--- src/rtl/core/tcgr_pkg.sv ---
package tcgr_pkg;

  localparam int FONT_CHARS     = 256;
  localparam int MAX_GLYPH_ROWS = 32;
  localparam int GLYPH_WIDTH    = 8;
  localparam int STORE_DEPTH    = FONT_CHARS * MAX_GLYPH_ROWS;
  localparam int STORE_AW       = $clog2(STORE_DEPTH);
  localparam int CURSOR_W       = 10;
  localparam int CURSOR_LIMIT   = 1 << CURSOR_W;
  localparam int Q_DEPTH        = 4;
  localparam int Q_AW           = $clog2(Q_DEPTH);

  localparam logic [7:0] NEWLINE_CODE = 8'd10;

  localparam logic CMD_WRITE = 1'b0;
  localparam logic CMD_LOAD  = 1'b1;

  localparam logic KIND_ROW   = 1'b0;
  localparam logic KIND_CLEAR = 1'b1;

  localparam logic [2:0] CFG_ENABLED      = 3'd0;
  localparam logic [2:0] CFG_PITCH        = 3'd1;
  localparam logic [2:0] CFG_TEXT_COLUMNS = 3'd2;
  localparam logic [2:0] CFG_TEXT_ROWS    = 3'd3;
  localparam logic [2:0] CFG_GLYPH_HEIGHT = 3'd4;
  localparam logic [2:0] CFG_BPP          = 3'd5;
  localparam logic [2:0] CFG_SCREEN_LINES = 3'd6;

  typedef struct packed {
    logic        cmd;
    logic [7:0]  char_code;
    logic [12:0] font_address;
    logic [7:0]  font_byte;
  } in_item_t;

  typedef struct packed {
    logic        kind;
    logic [31:0] byte_offset;
    logic [7:0]  pixel_mask;
    logic [31:0] clear_bytes;
    logic        last;
  } out_item_t;

  typedef struct packed {
    logic        enabled;
    logic [15:0] pitch_bytes;
    logic [10:0] text_columns;
    logic [10:0] text_rows;
    logic [5:0]  glyph_height;
    logic [3:0]  bytes_per_pixel;
    logic [13:0] screen_lines;
  } cfg_t;

  typedef enum logic [1:0] {
    OP_LOAD,
    OP_GLYPH,
    OP_NEWLINE
  } op_t;

  // work descriptor handed from front end to back end
  typedef struct packed {
    op_t                 op;
    logic                clear;
    logic [7:0]          code;
    logic [12:0]         faddr;
    logic [7:0]          fbyte;
    logic [CURSOR_W-1:0] col;
    logic [CURSOR_W-1:0] row;
  } entry_t;

endpackage

--- src/rtl/core/tcgr_front.sv ---
module tcgr_front (
  input  logic             clk,
  input  logic             rst_n,
  input  tcgr_pkg::cfg_t   cfg,
  input  logic             in_valid,
  output logic             in_ready,
  input  tcgr_pkg::in_item_t in_data,
  input  logic             q_full,
  output logic             q_push,
  output tcgr_pkg::entry_t q_entry
);

  logic [tcgr_pkg::CURSOR_W-1:0] col_r, col_nxt;
  logic [tcgr_pkg::CURSOR_W-1:0] row_r, row_nxt;
  logic [tcgr_pkg::CURSOR_W:0]   ncol, nrow;
  logic                          clear;
  logic                          is_nl;

  assign in_ready = !q_full;
  // disabled console still takes transfers and drops them
  assign q_push   = in_valid && in_ready && cfg.enabled;
  assign is_nl    = (in_data.char_code == tcgr_pkg::NEWLINE_CODE);

  always_comb begin
    ncol = {1'b0, col_r} + (tcgr_pkg::CURSOR_W+1)'(1);
    nrow = {1'b0, row_r};
    if (is_nl) begin
      ncol = '0;
      nrow = {1'b0, row_r} + (tcgr_pkg::CURSOR_W+1)'(1);
    end else if (ncol >= cfg.text_columns ||
                 ncol >= (tcgr_pkg::CURSOR_W+1)'(tcgr_pkg::CURSOR_LIMIT)) begin
      ncol = '0;
      nrow = {1'b0, row_r} + (tcgr_pkg::CURSOR_W+1)'(1);
    end
    clear = (nrow >= cfg.text_rows) ||
            (nrow >= (tcgr_pkg::CURSOR_W+1)'(tcgr_pkg::CURSOR_LIMIT));
    if (clear) begin
      nrow = '0;
    end
  end

  always_comb begin
    q_entry.op    = (in_data.cmd == tcgr_pkg::CMD_LOAD) ? tcgr_pkg::OP_LOAD :
                    (is_nl ? tcgr_pkg::OP_NEWLINE : tcgr_pkg::OP_GLYPH);
    q_entry.clear = clear;
    q_entry.code  = in_data.char_code;
    q_entry.faddr = in_data.font_address;
    q_entry.fbyte = in_data.font_byte;
    q_entry.col   = col_r;
    q_entry.row   = row_r;
  end

  always_comb begin
    col_nxt = col_r;
    row_nxt = row_r;
    if (q_push && in_data.cmd == tcgr_pkg::CMD_WRITE) begin
      col_nxt = ncol[tcgr_pkg::CURSOR_W-1:0];
      row_nxt = nrow[tcgr_pkg::CURSOR_W-1:0];
    end
  end

  always_ff @(posedge clk) begin
    if (!rst_n) begin
      col_r <= '0;
      row_r <= '0;
    end else begin
      col_r <= col_nxt;
      row_r <= row_nxt;
    end
  end

endmodule

--- config.mk ---
export PLATFORM = sky130hd
export DESIGN_NAME = tcgr_front
export DESIGN_NICKNAME = d
export VERILOG_FILES = /design/src/rtl/core/tcgr_pkg.sv /design/src/rtl/core/tcgr_front.sv
export SDC_FILE = /design/constraint.sdc
export NUM_CORES = 1
export LEC_CHECK = 0
export BUFFER_PORTS_ARGS = -buffer_cell sky130_fd_sc_hd__buf_2
export CAP_MARGIN = 10
export CORE_ASPECT_RATIO = 0.75
export CORE_MARGIN = 3
export CORE_UTILIZATION = 45
export DETAILED_ROUTE_END_ITERATION = 8
export PLACE_DENSITY = 0.95
export SYNTH_ARGS = -nofsm -noshare
export SYNTH_HDL_FRONTEND = slang
export SYNTH_SLANG_ARGS = --single-unit
--- constraint.sdc ---
create_clock -name clk -period 7.4 [get_ports clk]
set_input_delay 0.74 -clock clk [delete_from_list [all_inputs] [get_ports clk]]
set_output_delay 0.74 -clock clk [all_outputs]
set_load 0.05 [all_outputs]
==> results.cfg <==
[grt]
grt_antenna_before_repair = 0
use_met2_pct = 30.57
grt_use_met3_pct = 6.099
grtUsageTotal_pct = 17.91
grt_remaining_overflow = 0
grt_pass1_wl_mm = 8.204
grt_pass1_vias = 1862
busiest_layer = met2
grt_max_degree = 23
met1_usage_pct = 22.55

[final_layout]
area_growth_pct = 9.140
final_common_cell = buf_2
postLayoutCoreUtil_pct = 53.74
fillers = 424
finalNonFillerCells = 354
most-common-layout-cells = 68 x buf_2, 25 x nand2_1, 24 x ha_1
nNetsFinal = 422
postLayoutCellArea_mm2 = 0.002286
diodes = 0
final_layout_size_suffix_gt1_share_pct = 28.09

[routing]
drt-vias-per-instance = 5.548
drt_wl_total_mm = 4.856
ant_nets = 0
vias = 1964
drt_pre_antenna_iters = 4
wl_per_cell_um = 13.72
drtIter0Drc = 124
drc = 0

[outcome]
outcome = finished, final reports clean

[yosys]
ys_types = 50
synth_flop_cell = dfxtp_1
syn_area_per_cell_um2 = 7.874
yosys-top-cells-area = dfxtp_1 19%, ha_1 14%, buf_4 11%
yosys_warnings = 0
synth_cells = 266
ys_async_sr_fraction_pct = 0
ys_seq_elements = 20
synth.top_cell.area_share_pct = 19.12
synth_area_leader_cell = dfxtp_1
ys_seq_area_share_pct = 19.12
synth_fp_nets = 387
syn_area_mm2 = 0.002095
synth-edff-count = 0

[die]
start_util_pct = 49.24
die_area_mm2 = 0.005518
fp.coreArea_mm2 = 0.004254
die_x_um = 84.78
fp-row-count = 20
die_h_um = 65.09
num_io_pins = 151

[setup_path]
crit_chain = ha_1 -> nand3_2 -> or3b_4 -> xnor2_1 -> ha_1 -> and3_1 -> a21oi_1 -> nand3_1 -> a311o_4 -> nand4_4 -> xnor2_1 -> ha_1 -> a211o_1 -> o211ai_1 -> o211ai_1 -> a221o_1 -> a21oi_2 -> inv_2 -> buf_2
endpoint_kind = output pin
crit_fanout = 22
crit_slowest_cell = a311o_4
cpMostUsedCell = ha_1
cp-start-kind = flip-flop
worstSetupPathType = reg2out
slowest_delay_ns = 0.52
crit_arrival_ns = 5.22
reg2reg_from = col_r[0]
cp-startpoint = col_r[0]
r2r_slack_ns = 1.96
worstPathRequired_ns = 6.66

[hold_path]
worstHoldStart = col_r[9]
hold_class = reg2reg

[placed_design]
routabilityCongestion = 0.8837
dp_cells = 351
numPortBuffers = 68
placed_cell_area_mm2 = 0.002245
dp_hpwl_mm = 3.838

[sta]
post-route-period-util_pct = 80.49
tightest_slew_ns = 0.6740
post-route-min-period_ns = 5.956
slew_headroom_pct = 55.07
setup_viol = 0
slew_violations = 0
fin_worst_skew_ns = 0.002831
hold_viol_final = 0
fmax_mhz = 167.9
holdWs_ns = 0.5093
fin_tns_setup_ns = 0
rsz0062_at_grt = no

[clock_network]
clock_latency_ns = 0.25
ctsHoldBuffers = 0
clockRootBuffer = clkbuf_8
cts_tree = yes
clk_pin_slew_ns = 0.07
post-cts-setup-buffer-count = 0
cts.path.max_buffers = 2
numCtsBuffers = 3
cts-htree-levels = 1
post_cts_resized = 0
cts.sinks = 20

[pwr]
p_comb_share_pct = 18.7
irDropWorstVdd_mv = 0.08194
swShare_pct = 27.72
p_int_w = 0.0001585
power_frac_seq_pct = 49.3
p_clk_share_pct = 32.0
p_leak_nw = 1.219
p_switching_w = 0.00006079
p_per_area_mw_per_mm2 = 95.92

[flow_run]
cap_violations = 0
## final cells by class
| type | count | area [um2] | area share, % |
|---|---|---|---|
| inverter | 23 | 86.33 | 3.777 |
| multi-input combinational | 184 | 1341 | 58.68 |
| timing repair buffer | 69 | 347.8 | 15.22 |
| tap | 55 | 68.82 | 3.010 |
| clock buffer | 3 | 41.29 | 1.806 |
| sequential | 20 | 400.4 | 17.52 |
## flip-flops by register name, summed over array words and instances, names as in the netlist
signal	cells
col_r	10
row_r	10
## power groups by stage
stage                     sequential, W  combinational, W  clock (W)
after floorplan                0.000111         0.0000580          0
final                          0.000108         0.0000410  0.0000701
after CTS                      0.000108         0.0000413  0.0000720
after detailed placement       0.000111         0.0000410          0
after global placement         0.000111         0.0000398          0
after global routing           0.000108         0.0000452  0.0000758
## logic make-up (layout without fill, tap and decap cells)
family / after synthesis / after routing / synth area share, %
and+or+nand+nor: 93 / 93 / 25.27
AOI/OAI and AO/OA: 48 / 48 / 16.25
xor gates and xnor gates: 17 / 17 / 7.109
buffers and inverters: 62 / 95 / 16.85
DFF: 20 / 20 / 19.12
adders and majority gates: 24 / 24 / 14.34
muxes: 2 / 2 / 1.075
## per-stage QoR
stage                     setup slack [ns]  total power [W]
after CTS                            1.449        0.0002214
after floorplan                      1.730        0.0001693
final                                1.444        0.0002193
after global placement               1.844        0.0001504
after detailed placement             1.752        0.0001516
after global routing                 1.025        0.0002291
## per-layer routing
| metal | vias up | part of all wire, % |
|---|---|---|
| met4 | 0 | 0.31 |
| met1 | 915 | 45 |
| met2 | 69 | 46 |
| met3 | 4 | 8.4 |
| li1 | 976 | - |
| met5 | - | 0 |
## cells in the mapped netlist, types with 4 or more instances
cell type   n
buf_4      30
nand2_1    25
ha_1       24
inv_1      22
dfxtp_1    20
nor2_1     17
nand3_1    16
a21oi_1    13
xnor2_1    13
clkbuf_1    8
o21ai_1     8
or4_1       6
and3_1      5
a31oi_1     4
nand2b_1    4
or3_1       4
xor2_1      4
## final timing paths
path,endpoint,cells after the start
hold reg to reg,col_r[9],2
hold / removal,col_r[9],2
setup / recovery,q_entry[49],19
setup reg to reg,row_r[7],20
## worst max-delay path, delay by kind of cell (launching register included)
| family | cells | cell delay (ns) |
|---|---|---|
| DFF | 1 | 0.43 |
| and+or+nand+nor | 5 | 1.07 |
| adders and majority gates | 3 | 0.79 |
| AOI/OAI and AO/OA | 7 | 1.99 |
| xor gates and xnor gates | 2 | 0.32 |
| buffers and inverters | 2 | 0.36 |
No activity file was read; power rests on OpenSTA's default activity.
