<file path="src/rtl/core/tcgr_pkg.sv">
package tcgr_pkg;

  localparam int FONT_CHARS     = 256;
  localparam int MAX_GLYPH_ROWS = 32;
  localparam int GLYPH_WIDTH    = 8;
  localparam int STORE_DEPTH    = FONT_CHARS * MAX_GLYPH_ROWS;
  localparam int STORE_AW       = $clog2(STORE_DEPTH);
  localparam int CURSOR_W       = 10;
  localparam int CURSOR_LIMIT   = 1 << CURSOR_W;
  localparam int Q_DEPTH        = 4;
  localparam int Q_AW           = $clog2(Q_DEPTH);

  localparam logic [7:0] NEWLINE_CODE = 8'd10;

  localparam logic CMD_WRITE = 1'b0;
  localparam logic CMD_LOAD  = 1'b1;

  localparam logic KIND_ROW   = 1'b0;
  localparam logic KIND_CLEAR = 1'b1;

  localparam logic [2:0] CFG_ENABLED      = 3'd0;
  localparam logic [2:0] CFG_PITCH        = 3'd1;
  localparam logic [2:0] CFG_TEXT_COLUMNS = 3'd2;
  localparam logic [2:0] CFG_TEXT_ROWS    = 3'd3;
  localparam logic [2:0] CFG_GLYPH_HEIGHT = 3'd4;
  localparam logic [2:0] CFG_BPP          = 3'd5;
  localparam logic [2:0] CFG_SCREEN_LINES = 3'd6;

  typedef struct packed {
    logic        cmd;
    logic [7:0]  char_code;
    logic [12:0] font_address;
    logic [7:0]  font_byte;
  } in_item_t;

  typedef struct packed {
    logic        kind;
    logic [31:0] byte_offset;
    logic [7:0]  pixel_mask;
    logic [31:0] clear_bytes;
    logic        last;
  } out_item_t;

  typedef struct packed {
    logic        enabled;
    logic [15:0] pitch_bytes;
    logic [10:0] text_columns;
    logic [10:0] text_rows;
    logic [5:0]  glyph_height;
    logic [3:0]  bytes_per_pixel;
    logic [13:0] screen_lines;
  } cfg_t;

  typedef enum logic [1:0] {
    OP_LOAD,
    OP_GLYPH,
    OP_NEWLINE
  } op_t;

  // work descriptor handed from front end to back end
  typedef struct packed {
    op_t                 op;
    logic                clear;
    logic [7:0]          code;
    logic [12:0]         faddr;
    logic [7:0]          fbyte;
    logic [CURSOR_W-1:0] col;
    logic [CURSOR_W-1:0] row;
  } entry_t;

endpackage

</file>
<file path="src/rtl/core/tcgr_fifo.sv">
module tcgr_fifo (
  input  logic             clk,
  input  logic             rst_n,
  input  logic             push,
  input  tcgr_pkg::entry_t push_data,
  input  logic             pop,
  output tcgr_pkg::entry_t head,
  output logic             full,
  output logic             empty
);

  tcgr_pkg::entry_t          slots_r [tcgr_pkg::Q_DEPTH];
  logic [tcgr_pkg::Q_AW-1:0] wr_ptr_r, wr_ptr_nxt;
  logic [tcgr_pkg::Q_AW-1:0] rd_ptr_r, rd_ptr_nxt;
  logic [tcgr_pkg::Q_AW:0]   count_r, count_nxt;
  logic                      do_push, do_pop;

  assign full    = (count_r == (tcgr_pkg::Q_AW+1)'(tcgr_pkg::Q_DEPTH));
  assign empty   = (count_r == '0);
  assign head    = slots_r[rd_ptr_r];
  assign do_push = push && !full;
  assign do_pop  = pop && !empty;

  always_comb begin
    wr_ptr_nxt = do_push ? wr_ptr_r + tcgr_pkg::Q_AW'(1) : wr_ptr_r;
    rd_ptr_nxt = do_pop  ? rd_ptr_r + tcgr_pkg::Q_AW'(1) : rd_ptr_r;
    count_nxt  = count_r;
    if (do_push && !do_pop) begin
      count_nxt = count_r + (tcgr_pkg::Q_AW+1)'(1);
    end else if (do_pop && !do_push) begin
      count_nxt = count_r - (tcgr_pkg::Q_AW+1)'(1);
    end
  end

  always_ff @(posedge clk) begin
    if (do_push) begin
      slots_r[wr_ptr_r] <= push_data;
    end
  end

  always_ff @(posedge clk) begin
    if (!rst_n) begin
      wr_ptr_r <= '0;
      rd_ptr_r <= '0;
      count_r  <= '0;
    end else begin
      wr_ptr_r <= wr_ptr_nxt;
      rd_ptr_r <= rd_ptr_nxt;
      count_r  <= count_nxt;
    end
  end

endmodule

</file>
<file path="config.mk">
export PLATFORM = sky130hd
export DESIGN_NAME = tcgr_fifo
export DESIGN_NICKNAME = d
export VERILOG_FILES = /design/src/rtl/core/tcgr_pkg.sv /design/src/rtl/core/tcgr_fifo.sv
export SDC_FILE = /design/constraint.sdc
export NUM_CORES = 1
export LEC_CHECK = 0
export BUFFER_PORTS_ARGS = -buffer_cell sky130_fd_sc_hd__buf_2
export CAP_MARGIN = 10
export CELL_PAD_IN_SITES_DETAIL_PLACEMENT = 1
export CELL_PAD_IN_SITES_GLOBAL_PLACEMENT = 2
export CORE_MARGIN = 5
export CORE_UTILIZATION = 35
export DETAILED_ROUTE_END_ITERATION = 7
export GPL_ROUTABILITY_DRIVEN = 0
export PLACE_DENSITY_LB_ADDON = 0.25
export SLEW_MARGIN = 0
export SYNTH_ARGS = -nofsm -noshare
export SYNTH_HDL_FRONTEND = slang
export SYNTH_SLANG_ARGS = --single-unit
</file>
<file path="constraint.sdc">
create_clock -name clk -period 4.6 [get_ports clk]
set_input_delay 0.23 -clock clk [delete_from_list [all_inputs] [get_ports clk]]
set_output_delay 0.23 -clock clk [all_outputs]
set_load 0.1 [all_outputs]
</file>
==> results of run 1 <==
-- through the flow --
| step | hold slack [ns] | util (%) |
|---|---|---|
| 2_1_floorplan | 0.329 | - |
| 3_3_place_gp | 0.442 | 39.1 |
| 3_5_place_dp | 0.450 | 39.1 |
| 4_1_cts | 0.0595 | 44.6 |
| 5_1_grt | 0.0768 | 44.6 |
| 6_report | 0.0814 | 44.6 |
-- synthesized netlist by cell type --
| master | number | area [um^2] |
|---|---|---|
| a21boi_0 | 1 | 7.51 |
| and2_1 | 8 | 50.1 |
| buf_12 | 5 | 100 |
| buf_2 | 6 | 30.0 |
| buf_6 | 1 | 11.3 |
| clkbuf_1 | 2 | 7.51 |
| dfxtp_1 | 9 | 180 |
| edfxtp_1 | 208 | 6250 |
| fa_1 | 1 | 20.0 |
| ha_1 | 5 | 62.6 |
| inv_1 | 3 | 11.3 |
| mux2i_1 | 3 | 30.0 |
| mux4_2 | 52 | 1170 |
| nand2_1 | 4 | 15.0 |
| nor2b_1 | 2 | 12.5 |
| nor3_1 | 1 | 5.00 |
| nor3b_2 | 1 | 12.5 |
| o21ai_0 | 1 | 5.00 |
| o311ai_1 | 1 | 8.76 |
| o31ai_2 | 1 | 12.5 |
| or3_1 | 1 | 6.26 |
| xnor2_1 | 3 | 26.3 |
| xor2_1 | 1 | 8.76 |
-- power groups by stage --
| stage | combinational, mW | sequential, mW | clock, mW |
|---|---|---|---|
| after detailed placement | 2.71 | 2.63 | 0 |
| after global routing | 2.81 | 2.61 | 1.89 |
| after global placement | 2.70 | 2.61 | 0 |
| after CTS | 2.76 | 2.59 | 1.79 |
| final | 2.71 | 2.57 | 1.74 |
| after floorplan | 2.46 | 2.49 | 0 |
-- path summary, 6_finish.rpt --
path | startpoint | to | slack [ns] | cells past startpoint
min reg2reg | wr_ptr_r[1]$_SDFFE_PN0P_ | wr_ptr_r[1]$_SDFFE_PN0P_ | 0.51 | 2
max | flip-flop | head[13] | 1.67 | 3
min | rst_n | flip-flop | 0.08 | 2
max reg2reg | count_r[0]$_SDFFE_PN0P_ | slots_r[0][39]$_DFFE_PP_ | 2.00 | 4
-- cells by family after synthesis --
logic type	synth area share, %
flops	79.9
mux	14.9
buf+inv	1.99
simple gates	1.26
fa+ha+maj	1.03
compound gates	0.420
xor+xnor	0.436
-- registers in the layout (all words and copies together), names as in the netlist, named ones only --
name / count
slots_r: 208
count_r: 3
rd_ptr_r: 2
wr_ptr_r: 2
-- metal layers --
metal	share of wire, %	global-route usage [%]	up-vias	wire, um
met5	0.080	0	-	13
met4	1.9	3.33	2	312
met3	5.8	3.09	30	954
met2	48	20.9	96	7850
met1	44	16.4	1961	7220
li1	-	-	1704	-
-- critical path, delay by kind of cell, from the launching register on --
kind     cells  cell delay (ns)
mux          1             0.57
flops        1             0.84
buf+inv      2             0.77
-- timing repair --
item | CTS | global route
hold buffers | 52 | 0
gates resized for setup | 0 | 0
endpoints found under the hold margin | 208 | 0
-- final cells by class --
cell class | instances | share of cell area (%)
clock inverters | 7 | 0.570
well taps | 285 | 3.53
flip-flops and latches | 217 | 63.7
repair buffers | 168 | 11.1
clock buffers | 34 | 6.51
inverters | 3 | 0.112
multi-input cells | 86 | 14.5
diodes | 1 | 0.0248
==> out/results.ini, run 1 <==
[min_path]
hp-class = in -> reg

[placement]
dpl.cell_count = 707
dpl_cell_area_um2 = 8860
portBuffers = 109
hpwl_mm = 10.3
dpl_worst_slack_ns = 1.88

[synth]
synth-seq-area-share_pct = 79.9
synth_seq_cells = 217
netlist_area_um2 = 8040
synth_warnings = 0
synth_cells = 320
synth_cell_types = 23
syn_avg_cell_area_um2 = 25.1
synth_nets = 382

[clock_network]
cts_buffers = 23
cts_buffer_depth = 3
cts-htree-levels = 1
cts-root-buf = clkbuf_16
clkSinkCount = 217
cts_tree = done
clk-insertion-delay-late_ns = 0.49
clk_pin_slew_worst_paths_ns = 0.06
post_cts_buffers = 0

[power]
comb_power_share_pct = 38.6
switching_share_pct = 42.4
leakage_nw = 3.43
clkPwrFrac_pct = 24.8
switching_power_mw = 2.98
p_per_area_nw_per_um2 = 696
p_seq_share_pct = 36.6
peakVddDrop_v = 0.000424
finalPower_mw = 7.02
p_int_mw = 4.04

[status]
status = finished clean

[finish]
drive_gt1_share_pct = 40.4
seq_area_um2 = 6430
fin_nets = 561
mostFrequentLayoutCells = 208 x edfxtp_1, 109 x buf_2, 52 x mux4_2, 52 x dlygate4sd3_1, 23 x clkbuf_16
design_area_um2 = 10100
finalNonFillerCells = 801
multi_input_area_um2 = 1460
layout_commonest_cell = edfxtp_1
syn_to_final_growth_pct = 25.5
fillCellCount = 2103

[drt]
dr.pass1.iters = 4
detail_route.wl_per_cell_um = 20.4
post-route-drc-count = 0
wl_mm = 16.4
drt_iter0_drc = 142
antenna_left = 0
via_per_inst = 4.74
vias = 3793

[floorplanning]
die_w_um = 162
boundaryPins = 110
die_y_um = 162
core_area_um2 = 22600
num_rows = 55
start_util_pct = 35.5
fp.dieArea_um2 = 26100

[sta]
fin_crit_sh_pct = 63.6
rsz0062_at_grt = no
relSlewSlack_pct = 44.0
maxSlewViolCount = 0
layout_min_cycle_time_ns = 2.93
finClkSkew_ns = 0.00682
final.setup.tns_ns = 0
final_hold_viol_count = 0
fmax_mhz = 342
worst_pin_slew_ns = 0.840
worst_slack_ns = 1.67
setup_viol = 0

[global_routing]
overflow = 0
grt_max_degree = 37
grt_pass1_vias = 4320
track_usage_pct = 12.5
grt_pass1_wl_mm = 25.1
antenna_found_initial = 2

[worst_setup_path]
required_ns = 4.37
arrival_ns = 2.70
crit_fanout = 36
crit_path_end_kind = primary output
cp_slowest_cell = dfxtp_4
start_kind = flip-flop
path_cells = buf_4 -> mux4_2 -> buf_2
cpPeakStageDelay_ns = 0.84
critical_path_class = reg -> out

[job]
max-cap-violations = 0

No activity file was read; power rests on OpenSTA's default activity.
==> run 2: changes to the inputs <==
clock period = 2.8 ns   (was 4.6 ns; I/O delays follow)
==> run 2 against run 1 <==
First-iteration DRC count is 3.5% higher. Highest routed layer is now met4. Worst hold slack better by 0.0070 ns. Power is 69% higher.
==> out/results.ini, run 2 (synthesis gave the netlist of run 1 again) <==
[clock_network]
post_cts_buffers = 0  ; unchanged
cts_buffers = 23  ; unchanged
cts-htree-levels = 1  ; unchanged
cts_tree = done
cts_buffer_depth = 3  ; unchanged
cts-root-buf = clkbuf_16
clk-insertion-delay-late_ns = 0.50  ; about the same
clk_pin_slew_worst_paths_ns = 0.06  ; about the same
ctsResizeCount = 0  ; unchanged
clkSinkCount = 217  ; unchanged

[drt]
dr.pass1.iters = 6  ; +2
drt_iter0_drc = 147  ; +3.5%
vias = 3794  ; +0.026%
post-route-drc-count = 0  ; unchanged
antenna_left = 0  ; unchanged
via_per_inst = 4.69  ; -0.96%
detail_route.wl_per_cell_um = 19.3  ; -5.3%
wl_mm = 15.6  ; -4.3%

[finish]
mostFrequentLayoutCells = 208 x edfxtp_1, 109 x buf_2, 53 x dlygate4sd3_1, 52 x mux4_2, 23 x clkbuf_16
layout_commonest_cell = edfxtp_1
top_regs = slots_r x208, count_r x3
drive_gt1_share_pct = 41.5  ; +1.1 points
fin_nets = 570  ; +1.6%
fillCellCount = 2128  ; +1.2%
largest_reg_flops = 208  ; unchanged
largest-register = slots_r
syn_to_final_growth_pct = 28.0

[sta]
rsz0062_at_grt = no
maxSlewViolCount = 0  ; unchanged
relSlewSlack_pct = 65.6  ; +22 points
final_hold_viol_count = 0  ; unchanged
setup_viol = 0  ; unchanged
worst_pin_slew_ns = 0.519  ; -0.321 ns
final.setup.tns_ns = 0  ; unchanged
finClkSkew_ns = 0.0122  ; +0.00539 ns
fmax_mhz = 408
fin_crit_sh_pct = 87.5
layout_min_cycle_time_ns = 2.45

[global_routing]
grt_pass1_vias = 4291  ; -0.67%
grt-busiest-layer = met2
met2_usage_pct = 20.7  ; -0.13 points
met1_usage_pct = 15.1  ; -1.3 points
overflow = 0  ; unchanged
grt_max_degree = 53  ; +43%
met3_usage_pct = 2.96  ; -0.13 points
antenna_found_initial = 1  ; -1
track_usage_pct = 11.9  ; -0.53 points
grt_pass1_wl_mm = 24.2  ; -3.5%

[floorplanning]
die_y_um = 162  ; unchanged
num_rows = 55  ; unchanged
die_w_um = 162  ; unchanged
boundaryPins = 110  ; unchanged
fp.dieArea_um2 = 26100  ; unchanged
core_area_um2 = 22600  ; unchanged
start_util_pct = 35.5  ; unchanged

[worst_setup_path]
cp_slowest_cell = dfxtp_4
endpoint = head[20]
r2r_end = count_r[2]$_SDFFE_PN0P_
critical_path_class = reg -> out
required_ns = 2.66  ; -1.71 ns
reg2reg_from = count_r[0]$_SDFFE_PN0P_
arrival_ns = 2.31  ; -0.39 ns
r2r_slack_ns = 0.55  ; -1.45 ns
start_kind = flip-flop
crit_fanout = 23  ; -36%
crit_path_end_kind = primary output
cpPeakStageDelay_ns = 0.67  ; -0.17 ns
rr_worst_depth = 9  ; +5
path_cells = buf_4 -> mux4_2 -> buf_2

[power]
comb_power_share_pct = 38.9  ; +0.3 points
leakage_nw = 3.52  ; +2.7%
switching_share_pct = 41.2  ; -1.2 points
peakVddDrop_v = 0.000518  ; +22%
p_int_mw = 6.97  ; +72%
clkPwrFrac_pct = 26.2  ; +1.4 points
p_seq_share_pct = 34.9  ; -1.7 points
finalPower_mw = 11.9  ; +69%
p_per_area_nw_per_um2 = 1150  ; +66%
switching_power_mw = 4.89  ; +64%

[job]
max-cap-violations = 0  ; unchanged

[placement]
hpwl_mm = 9.58  ; -7.3%
portBuffers = 109  ; unchanged

[status]
status = finished clean

[min_path]
hp-class = in -> reg

run 2: timing repair:
item                                    in CTS  in global routing
endpoints found under the setup margin       0                  0
hold buffers                                53                  0
endpoints found under the hold margin      217                  0
run 2: per-stage QoR:
step / setup slack [ns] / cell area (um^2) / utilization (%) / instances / hold slack [ns]
2_1_floorplan: 0.0609 / 8050 / - / 320 / 0.239
3_3_place_gp: 0.680 / 8980 / 39.7 / 715 / 0.349
3_5_place_dp: 0.532 / 8980 / 39.7 / 715 / 0.358
4_1_cts: 0.246 / 10300 / 45.4 / 808 / 0.0724
5_1_grt: 0.188 / 10300 / 45.5 / 809 / 0.106
6_report: 0.350 / 10300 / 45.5 / 809 / 0.0884
run 2: how the worst min path moves through the flow:
stage	slack, ns	cells past startpoint	end	start
floorplan	0.24	0	slots_r[0][0]$_DFFE_PP_	push_data[0]
global placement	0.35	1	slots_r[0][51]$_DFFE_PP_	push_data[51]
detailed placement	0.36	1	slots_r[3][7]$_DFFE_PP_	push_data[7]
CTS	0.07	4	flip-flop	pop
global route	0.11	4	flip-flop	pop
finish	0.09	4	flip-flop	pop
run 2: area by class of cell:
class                      instances  area, um^2  share of cell area (%)
antenna                            1        2.50                  0.0243
multi-input combinational         86        1470                    14.3
tap                              285         357                    3.47
clock buffer                      26         587                    5.70
inverter                           3        11.3                   0.109
sequential                       217        6430                    62.5
clock inverter                    14         194                    1.88
timing repair buffer             177        1240                    12.0
run 2: per-layer routing:
| layer | wire length, um | up-vias |
|---|---|---|
| met5 | 0 | - |
| met4 | 212 | 0 |
| met3 | 831 | 16 |
| met2 | 7960 | 82 |
| met1 | 6650 | 1967 |
| li1 | - | 1729 |
run 2: worst max-delay path: cells and delay by family, from the launching register on:
kind	cells	cell delay (ns)
flip-flops	1	0.67
buffers and inverters	2	0.59
multiplexers	1	0.54
run 2: power by group through the flow:
stage	logic, mW	registers (mW)	clock network [mW]
finish	4.61	4.14	3.11
global route	4.79	4.19	3.36
CTS	4.69	4.16	3.20
detailed placement	4.62	4.23	0
global placement	4.60	4.20	0
floorplan	4.05	4.10	0
